`src/design/prsa_pkg.sv`:
```
// Shared constants, types and the arctangent table for the point rotate/scale core.
package prsa_pkg;

  localparam int COORD_FRAC_BITS  = 8;
  localparam int CORDIC_STEPS_DEF = 16;

  localparam int CX_W   = 58;
  localparam int CZ_W   = 30;
  localparam int ATAN_W = 25;

  localparam logic signed [CZ_W-1:0] PI_Q24      = 30'sd52707179;
  localparam logic signed [CZ_W-1:0] HALF_PI_Q24 = 30'sd26353589;
  localparam logic signed [CX_W-1:0] CORDIC_K_Q30 = 58'sd652032874;

  typedef struct packed {
    logic start;
    logic rotate;
  } cordic_ctrl_t;

  function automatic logic [ATAN_W-1:0] atan_q24(input logic [4:0] idx);
    logic [ATAN_W-1:0] v;
    case (idx)
      5'd0:  v = 25'd13176795;
      5'd1:  v = 25'd7778716;
      5'd2:  v = 25'd4110060;
      5'd3:  v = 25'd2086331;
      5'd4:  v = 25'd1047214;
      5'd5:  v = 25'd524117;
      5'd6:  v = 25'd262123;
      5'd7:  v = 25'd131069;
      5'd8:  v = 25'd65536;
      5'd9:  v = 25'd32768;
      5'd10: v = 25'd16384;
      5'd11: v = 25'd8192;
      5'd12: v = 25'd4096;
      5'd13: v = 25'd2048;
      5'd14: v = 25'd1024;
      5'd15: v = 25'd512;
      5'd16: v = 25'd256;
      5'd17: v = 25'd128;
      5'd18: v = 25'd64;
      5'd19: v = 25'd32;
      5'd20: v = 25'd16;
      5'd21: v = 25'd8;
      5'd22: v = 25'd4;
      5'd23: v = 25'd2;
      default: v = '0;
    endcase
    return v;
  endfunction

endpackage

```
`src/design/prsa_cordic.sv`:
```
// Shared CORDIC stage: one micro-rotation per cycle, vectoring or rotation mode.
module prsa_cordic #(
  parameter int STEPS = prsa_pkg::CORDIC_STEPS_DEF
) (
  input  logic                                clk,
  input  logic                                rst,
  input  prsa_pkg::cordic_ctrl_t              ctrl,
  input  logic signed [prsa_pkg::CX_W-1:0]    x_init,
  input  logic signed [prsa_pkg::CX_W-1:0]    y_init,
  input  logic signed [prsa_pkg::CZ_W-1:0]    z_init,
  output logic signed [prsa_pkg::CX_W-1:0]    x,
  output logic signed [prsa_pkg::CX_W-1:0]    y,
  output logic signed [prsa_pkg::CZ_W-1:0]    z,
  output logic                                done
);
  import prsa_pkg::*;

  localparam int STEP_W = $clog2(STEPS);

  logic              active;
  logic              mode;
  logic [STEP_W-1:0] cnt;
  logic signed [CX_W-1:0] xs, ys;
  logic signed [CZ_W-1:0] ang;
  logic              dir;

  always_comb begin
    xs  = x >>> cnt;
    ys  = y >>> cnt;
    ang = $signed({{(CZ_W-ATAN_W){1'b0}}, atan_q24(5'(cnt))});
    // dir high: turn counterclockwise, angle accumulator goes down
    dir = mode ? !z[CZ_W-1] : y[CX_W-1];
  end

  always_ff @(posedge clk) begin
    if (rst) begin
      active <= 1'b0;
      done   <= 1'b0;
      mode   <= 1'b0;
      cnt    <= '0;
    end else begin
      done <= 1'b0;
      if (ctrl.start) begin
        active <= 1'b1;
        mode   <= ctrl.rotate;
        cnt    <= '0;
      end else if (active) begin
        cnt <= cnt + 1'b1;
        if (cnt == STEP_W'(STEPS - 1)) begin
          active <= 1'b0;
          done   <= 1'b1;
        end
      end
    end
  end

  always_ff @(posedge clk) begin
    if (ctrl.start) begin
      x <= x_init;
      y <= y_init;
      z <= z_init;
    end else if (active) begin
      if (dir) begin
        x <= x - ys;
        y <= y + xs;
        z <= z - ang;
      end else begin
        x <= x + ys;
        y <= y - xs;
        z <= z + ang;
      end
    end
  end

endmodule

```
`config.mk`:
```
export PLATFORM = sky130hd
export DESIGN_NAME = prsa_cordic
export DESIGN_NICKNAME = d
export VERILOG_FILES = /design/src/design/prsa_pkg.sv /design/src/design/prsa_cordic.sv
export SDC_FILE = /design/constraint.sdc
export NUM_CORES = 1
export LEC_CHECK = 0
export ABC_CLOCK_PERIOD_IN_PS = 16900
export BUFFER_PORTS_ARGS = -buffer_cell sky130_fd_sc_hd__buf_2
export CAP_MARGIN = 20
export CELL_PAD_IN_SITES_DETAIL_PLACEMENT = 1
export CELL_PAD_IN_SITES_GLOBAL_PLACEMENT = 2
export CORE_MARGIN = 5
export CORE_UTILIZATION = 36
export CTS_CLUSTER_SIZE = 28
export DETAILED_ROUTE_END_ITERATION = 10
export GPL_ROUTABILITY_DRIVEN = 0
export HOLD_SLACK_MARGIN = 0.06
export PLACE_DENSITY = 0.91
export SETUP_SLACK_MARGIN = 0.05
export SYNTH_ARGS = -nofsm -noshare
export SYNTH_HDL_FRONTEND = slang
export SYNTH_SLANG_ARGS = --single-unit
```
`constraint.sdc`:
```
create_clock -name clk -period 16.9 [get_ports clk]
set_input_delay 3.38 -clock clk [delete_from_list [all_inputs] [get_ports clk]]
set_output_delay 3.38 -clock clk [all_outputs]
set_load 0.02 [all_outputs]
```
==> impl_metrics.json, run 1 <==
{
  "post-route-drc-count": 0,
  "status": "complete, no violations",
  "wirelength_mm": 89.7,
  "clk_latency_ns": 0.52,
  "rsz0062_at_grt": "false",
  "path_max_fanout": 60,
  "dr.first_iter.drc_count": 1630,
  "ant_nets": 0,
  "h-tree-depth": 4,
  "hp-class": "flip-flop to flip-flop",
  "synth.cell_area_um2": 24100,
  "arrival_ns": 8.97,
  "grt_pass1_vias": 23600,
  "yosysMostFrequentCell": "nand2_1",
  "fin_worst_skew_ns": 0.0252,
  "stdcell_area_um2": 26700,
  "post-cts-setup-buffers": 0,
  "period_share_pct": 50.9,
  "cts_buffers": 17,
  "synth-edff-count": 146,
  "die_y_um": 269,
  "finalCriticalPeriod_ns": 8.61,
  "worst_pin_slew_ns": 0.956,
  "maxCapViolCount": 0,
  "avgViaCountPerCell": 5.94,
  "startpoint_type": "flip-flop",
  "cts_tree": "yes",
  "drive_gt1_share_pct": 18.3,
  "yosys-top-cells-area": "edfxtp_1, mux4_2, ha_1",
  "initial_core_util_pct": 36.5,
  "synth_fp_nets": 3192,
  "clock_path_buffers": 2,
  "track_usage_pct": 23.9,
  "max_freq_mhz": 116,
  "fin_nets": 3359,
  "ys_async_sr_fraction_pct": 0,
  "synth_top_area_cell": "edfxtp_1",
  "crit_required_ns": 17.26,
  "cts_sinks": 176,
  "antenna_found_initial": 3,
  "wl_per_cell_um": 22.9,
  "hold_viol_final": 0,
  "synth_flop_cell": "edfxtp_1",
  "clkTransAtPathRegs_ns": 0.07,
  "synth_seq_area_share_pct": 20.7,
  "synth_top_area_share_pct": 18.2,
  "firstDrtPassIters": 5,
  "synth_seq_cells": 176,
  "setup_viol": 0,
  "core_area_um2": 66000,
  "post_cts_resized": 0,
  "dieArea_um2": 72100,
  "cts_hold_buf": 0,
  "placementRows": 94,
  "grt_remaining_overflow": 0,
  "setup_tns_ns": 0,
  "finalMaxSlewViolations": 0,
  "portBuffers": 296,
  "io_pins": 297,
  "max-slew-margin-rel_pct": 36.1,
  "post_dp_cell_area_um2": 26100,
  "endpoint_kind": "flip-flop",
  "synthesis.instances": 2877,
  "synthTopCellsByCount": "nand2_1, o21ai_0, a21oi_1",
  "holdWs_ns": 0.610,
  "hpwl_mm": 71.7,
  "grt_pass1_wl_mm": 136,
  "clockRootBuffer": "clkbuf_16",
  "ys_warn_count": 0,
  "die_w_um": 269,
  "ys_types": 92,
  "grt_max_degree": 101,
  "vias": 23300,
  "synthToLayoutAreaGrowth_pct": 10.9,
  "worst-setup-path-type": "flip-flop to flip-flop",
  "avgSynthCellArea_um2": 8.36
}
metal layers:
metal  part of all wire (%)  vias up  track usage (%)  wire length, um
met5                  0.038        -                0               34
met4                    4.6        4             10.2             4160
met3                    5.3      178             4.68             4750
met2                     50      649             43.0            44700
met1                     40    11400             27.8            36000
li1                       -    11100                -                -
worst paths after layout:
| check | slack [ns] | from | depth (start not counted) | end |
|---|---|---|---|---|
| max | 8.29 | cnt[1] | 25 | x[55] |
| max reg2reg | 8.29 | cnt[1] | 25 | x[55] |
| min reg2reg | 0.61 | active | 2 | done |
| min | 0.61 | active | 2 | done |
cell type report:
cell class	instances	area [um2]
Sequential cell	176	5000
Timing Repair Buffer	315	1650
Inverter	71	267
Fill cell	7938	39300
Clock buffer	17	425
Tap cell	864	1080
Antenna cell	3	7.51
Multi-Input combinational cell	2463	18100
Clock inverter	15	145
through the flow:
step           setup WS [ns]  cells  utilization, %
2_1_floorplan          10.18   2877               -
3_3_place_gp            8.63   3888            39.5
3_5_place_dp            8.37   3889            39.6
4_1_cts                 8.36   3921            40.4
5_1_grt                 7.47   3921            40.4
6_report                8.29   3924            40.5
cells by family (layout without fill, tap and decap cells):
group,Yosys count,after routing,share of synthesized area (%)
adder cells (fa/ha/maj),165,165,8.67
flip-flops,176,176,20.7
AO/OA/AOI/OAI,860,860,21.9
buffers and inverters,238,418,4.07
multiplexers,291,291,18.1
XOR/XNOR,255,255,9.28
AND/OR/NAND/NOR,892,892,17.2
other,0,3,0
registers in the layout (all words and copies together), names as in the netlist:
signal,flops
active,1
z,30
ang,23
mode,1
done,1
cnt,4
x,58
y,58
worst max-delay path, cell delays in order (launching register included):
cell and delay [ns]:
dfxtp_4 0.50, buf_4 0.76, buf_4 0.86, mux4_2 0.62, mux2_2 0.28, or2_2 0.29
o32ai_1 0.29, nand4b_1 0.30, nand2b_1 0.30, nor3_1 0.60, nand3_1 0.24, nor3_1 0.31
a31oi_1 0.15, xnor2_1 0.16, ha_1 0.41, nand3_1 0.13, nor2_1 0.19, nand2_1 0.14
nor3_1 0.21, nand2_1 0.07, o32ai_1 0.16, o221ai_1 0.28, o211ai_1 0.30, a31oi_1 0.14
or4b_2 0.61, nand3_1 0.08
placed cells by master, fill, tap and decap left out, drive strengths merged, types with 80 or more instances in the layout:
| master | netlist | final |
|---|---|---|
| o21ai | 279 | 279 |
| nor2 | 168 | 168 |
| ha | 162 | 162 |
| xor2 | 119 | 119 |
| a21o | 81 | 81 |
| a21oi | 230 | 230 |
| mux2i | 117 | 117 |
| nand2 | 406 | 406 |
| inv | 70 | 80 |
| mux4 | 106 | 106 |
| xnor2 | 136 | 136 |
| buf | 52 | 315 |
| edfxtp | 146 | 146 |
Power of run 1 is not shown: default switching activity piles up to over one toggle a cycle in this logic, so the estimate is an artifact.
==> run 2: changes to the inputs <==
--- a/config.mk
+++ b/config.mk
@@ -5,18 +5,18 @@
 export SDC_FILE = /design/constraint.sdc
 export NUM_CORES = 1
 export LEC_CHECK = 0
-export ABC_CLOCK_PERIOD_IN_PS = 16900
+export ABC_CLOCK_PERIOD_IN_PS = 7200
 export BUFFER_PORTS_ARGS = -buffer_cell sky130_fd_sc_hd__buf_2
 export CAP_MARGIN = 20
 export CELL_PAD_IN_SITES_DETAIL_PLACEMENT = 1
 export CELL_PAD_IN_SITES_GLOBAL_PLACEMENT = 2
 export CORE_MARGIN = 5
-export CORE_UTILIZATION = 36
+export CORE_UTILIZATION = 33
 export CTS_CLUSTER_SIZE = 28
 export DETAILED_ROUTE_END_ITERATION = 10
 export GPL_ROUTABILITY_DRIVEN = 0
 export HOLD_SLACK_MARGIN = 0.06
-export PLACE_DENSITY = 0.91
+export PLACE_DENSITY = 0.88
 export SETUP_SLACK_MARGIN = 0.05
 export SYNTH_ARGS = -nofsm -noshare
 export SYNTH_HDL_FRONTEND = slang
==> constraint.sdc (replaced) <==
create_clock -name clk -period 7.2 [get_ports clk]
set_input_delay 1.44 -clock clk [delete_from_list [all_inputs] [get_ports clk]]
set_output_delay 1.44 -clock clk [all_outputs]
set_load 0.02 [all_outputs]
==> impl_metrics.json, run 2 (synthesis gave the netlist of run 1 again) <==
{
  "worst-setup-path-type": "flip-flop to flip-flop",
  "cts_hold_buf": 0,
  "min_from": "mode",
  "final_util_pct": 38.1,
  "endpoint_kind": "flip-flop",
  "worst_pin_slew_ns": 1.17,
  "synthToLayoutAreaGrowth_pct": 14.9,
  "multi_input_area_um2": 18200,
  "max_freq_mhz": 146,
  "track_usage_pct": 23.8,
  "top_layer_used": "met5",
  "final_common_cell": "nand2_1",
  "io_pins": 297,
  "layout_common_cells": "nand2_1, buf_2, o21ai_0, a21oi_1, nor2_1",
  "ant_nets": 0,
  "startpoint_type": "flip-flop",
  "cts_sinks": 176,
  "critPathTopFamily": "compound AO/OA/AOI/OAI gates",
  "die_y_um": 280,
  "die_w_um": 280,
  "h-tree-depth": 4,
  "crit_required_ns": 7.46,
  "r2r-start": "cnt[1]",
  "hp-class": "flip-flop to flip-flop",
  "setup_tns_ns": 0,
  "holdWs_ns": 0.609,
  "post-route-drc-count": 0,
  "setup_viol": 0,
  "cpMaxStageDelayCell": "mux4_1",
  "hpwl_mm": 79.0,
  "met3_length_mm": 5.43,
  "clock_path_buffers": 2,
  "status": "complete, no violations",
  "arrival_ns": 7.11,
  "clockRootBuffer": "clkbuf_16",
  "crit_start": "cnt[1]",
  "fin_nets": 3449,
  "path_buf_inv": 1,
  "clk_latency_ns": 0.52,
  "cts_buffers": 17,
  "wl_met1_mm": 38.1,
  "wl_per_cell_um": 23.6,
  "firstDrtPassIters": 5,
  "initial_core_util_pct": 33.1,
  "maxCapViolCount": 0,
  "antenna_found_initial": 5,
  "crit_path_max_incr_delay_ns": 0.65,
  "core_area_um2": 72600,
  "dieArea_um2": 78400,
  "fillers": 8833,
  "grt_pass1_wl_mm": 145,
  "finalMaxSlewViolations": 0,
  "grt_remaining_overflow": 0,
  "holdPathStages": 2,
  "dr.first_iter.drc_count": 1635,
  "rsz0062_at_grt": "false",
  "period_share_pct": 95.1,
  "grt_max_degree": 133,
  "crit_top_cell": "a21o_1",
  "cts_tree": "yes",
  "portBuffers": 296,
  "clkTransAtPathRegs_ns": 0.09,
  "reg2reg_depth": 21,
  "path_max_fanout": 9,
  "crit_cells": 21,
  "avgViaCountPerCell": 5.78,
  "max-slew-margin-rel_pct": 22.1,
  "hold_viol_final": 0,
  "reg_top3": "x x58, y x58, z x30",
  "met2WireLength_mm": 48.2,
  "drive_gt1_share_pct": 20.9,
  "placementRows": 99,
  "wirelength_mm": 97.0,
  "fin_worst_skew_ns": 0.0149,
  "grt_pass1_vias": 24300,
  "seq_area_um2": 5000,
  "vias": 23700,
  "finalCriticalPeriod_ns": 6.84,
  "path_cells": "buf_12 -> mux4_1 -> mux2_2 -> nor4_1 -> a2bb2o_1 -> or4b_4 -> nor3_4 -> nand2_1 -> o21ai_0 -> xor2_1 -> ha_1 -> a21o_1 -> a21o_1 -> a21oi_1 -> o21ai_0 -> a21o_1 -> or3_1 -> o211a_1 -> o41a_1 -> and3_1 -> o32a_1"
}
run 2: cell count changes in the layout (fill, tap and decap cells not counted), moves of 2 or more:
cell / delta
clkbuf_16: +2
buf_4: +82
buf_12: +5
clkinv_4: -3
buf_6: +2
diode_2: -2
inv_6: +2
inv_8: -2
run 2: tightest hold or removal path: stages, from the launching register on:
cell	delay (ns)
dfxtp_1	0.37
mux2i_1	0.15
nor2_1	0.05
run 2: what timing repair did:
action	4_1_cts	5_1_grt
setup buffers	0	5
endpoints found under the setup margin	0	20
resized for setup	0	14
run 2: layout make-up:
class	instances	share of cell area [%]
tap	959	4.34
clock inverter	12	0.461
antenna	1	0.00905
sequential	176	18.1
multi-input combinational	2463	65.7
timing repair buffer	405	8.70
clock buffer	20	1.77
inverter	71	0.964
run 2: through the flow:
stage	area, um2	setup WS (ns)	cells
after global routing	27700	0.0501	4106
final	27700	0.356	4107
after global placement	26900	0.294	4069
after detailed placement	26900	0.152	4069
after CTS	27500	0.0895	4101
after floorplan	24100	0.483	2877
run 2: per-layer routing:
| metal | vias up | global-route usage, % |
|---|---|---|
| li1 | 11300 | - |
| met1 | 11600 | 27.2 |
| met2 | 676 | 42.4 |
| met3 | 196 | 4.93 |
| met4 | 8 | 11.3 |
| met5 | - | 0 |
run 2: path summary, 6_finish.rpt:
check        endpoint  slack (ns)
max             y[57]        0.36
min              mode        0.61
max reg2reg     y[57]        0.36
min reg2reg      mode        0.61
Power of run 2 is left out for the same reason.
==> run 3: changes to the inputs <==
--- a/config.mk
+++ b/config.mk
@@ -16,7 +16,7 @@
 export DETAILED_ROUTE_END_ITERATION = 10
 export GPL_ROUTABILITY_DRIVEN = 0
 export HOLD_SLACK_MARGIN = 0.06
-export PLACE_DENSITY = 0.88
+export PLACE_DENSITY = 0.78
 export SETUP_SLACK_MARGIN = 0.05
 export SYNTH_ARGS = -nofsm -noshare
 export SYNTH_HDL_FRONTEND = slang
==> impl_metrics.json, run 3 (synthesis gave the netlist of run 1 again) <==
{
  "track_usage_pct": 24.6,
  "grt_remaining_overflow": 0,
  "clock_path_buffers": 2,
  "fin_nets": 3442,
  "dr.first_iter.drc_count": 1513,
  "vias": 24000,
  "grt_pass1_vias": 25100,
  "ant_nets": 0,
  "endpoint_kind": "flip-flop",
  "clockRootBuffer": "clkbuf_16",
  "firstDrtPassIters": 5,
  "crit_required_ns": 7.46,
  "avgViaCountPerCell": 5.84,
  "stdcell_area_um2": 27700,
  "grt_max_degree": 134,
  "io_pins": 297,
  "cts_sinks": 176,
  "period_share_pct": 96.0,
  "hp-class": "flip-flop to flip-flop",
  "rsz0062_at_grt": "false",
  "wl_per_cell_um": 24.6,
  "die_w_um": 280,
  "multi_input_area_um2": 18200,
  "finalCriticalPeriod_ns": 6.91,
  "status": "complete, no violations",
  "drive_gt1_share_pct": 20.9,
  "startpoint_type": "flip-flop",
  "reg_top3": "x x58, y x58, z x30",
  "cts_hold_buf": 0,
  "die_y_um": 280,
  "setup_tns_ns": 0,
  "dieArea_um2": 78400,
  "wirelength_mm": 101,
  "portBuffers": 296,
  "worst-setup-path-type": "flip-flop to flip-flop",
  "seq_area_um2": 5000,
  "holdWs_ns": 0.589,
  "post_dp_cell_area_um2": 26800,
  "clkTransAtPathRegs_ns": 0.08,
  "max-slew-margin-rel_pct": 41.1,
  "worst_pin_slew_ns": 0.883,
  "max_freq_mhz": 145,
  "h-tree-depth": 4,
  "arrival_ns": 7.17,
  "maxCapViolCount": 0,
  "final_common_cell": "nand2_1",
  "synthToLayoutAreaGrowth_pct": 15.0,
  "hpwl_mm": 81.2,
  "antenna_found_initial": 10,
  "path_max_fanout": 13,
  "grt_pass1_wl_mm": 151,
  "fin_worst_skew_ns": 0.0247,
  "clk_latency_ns": 0.52,
  "cts_tree": "yes",
  "setup_viol": 0,
  "cts_buffers": 17,
  "initial_core_util_pct": 33.1,
  "core_area_um2": 72600,
  "hold_viol_final": 0,
  "fillers": 8724,
  "post-route-drc-count": 0,
  "placementRows": 99,
  "finalMaxSlewViolations": 0,
  "layout_common_cells": "nand2_1, buf_2, o21ai_0, a21oi_1, nor2_1"
}
==> run 3: layout make-up <==
class	count	share of cell area, %
clock inverters	9	0.289
repair buffers	398	8.59
multi-input cells	2463	65.7
diodes	4	0.0362
well taps	959	4.34
inverters	71	0.972
clock buffers	23	1.96
flip-flops and latches	176	18.1
==> run 3: stage by stage <==
step | utilization, % | setup slack [ns] | instances
3_3_place_gp | 37.0 | 0.237 | 4059
6_report | 38.1 | 0.291 | 4103
4_1_cts | 37.9 | 0.0631 | 4091
5_1_grt | 38.1 | 0.0342 | 4099
2_1_floorplan | - | 0.483 | 2877
3_5_place_dp | 37.0 | -0.0782 | 4059
==> run 3: critical path: stages, from the launching register on <==
cell and delay, ns:
dfxtp_4 0.51, buf_8 0.22, mux4_2 0.59, mux4_2 0.55
nor4_4 0.34, nand3_1 0.17, or4b_4 0.55, nor3_4 0.38
a31oi_1 0.16, xnor2_1 0.37, ha_1 0.35, nand2_1 0.13
o21a_1 0.15, o21ai_0 0.11, a21oi_1 0.15, o21ai_0 0.15
a21o_1 0.19, or3_1 0.33, o211a_1 0.28, o41a_1 0.43
and3_1 0.18, o32a_1 0.34
==> run 3: final timing paths <==
kind / from / endpoint / slack (ns) / cells past startpoint
max: cnt[1] / y[57] / 0.29 / 21
min: mode / mode / 0.59 / 2
max reg2reg: cnt[1] / y[57] / 0.29 / 21
min reg2reg: mode / mode / 0.59 / 2
==> run 3: what timing repair did <==
| item | 4_1_cts | 5_1_grt |
|---|---|---|
| setup buffers | 0 | 7 |
| pin swaps | 0 | 1 |
| resized for setup | 3 | 20 |
| cloned | 0 | 1 |
| endpoints found under the hold margin | 0 | 0 |
| setup endpoints to repair | 3 | 23 |
==> run 3: layer usage <==
| layer | track usage, % | share of wire, % |
|---|---|---|
| met1 | 27.6 | 38 |
| met2 | 45.4 | 51 |
| met3 | 4.10 | 5.0 |
| met4 | 11.4 | 5.3 |
| met5 | 0 | 0.068 |
Power of run 3 is left out for the same reason.
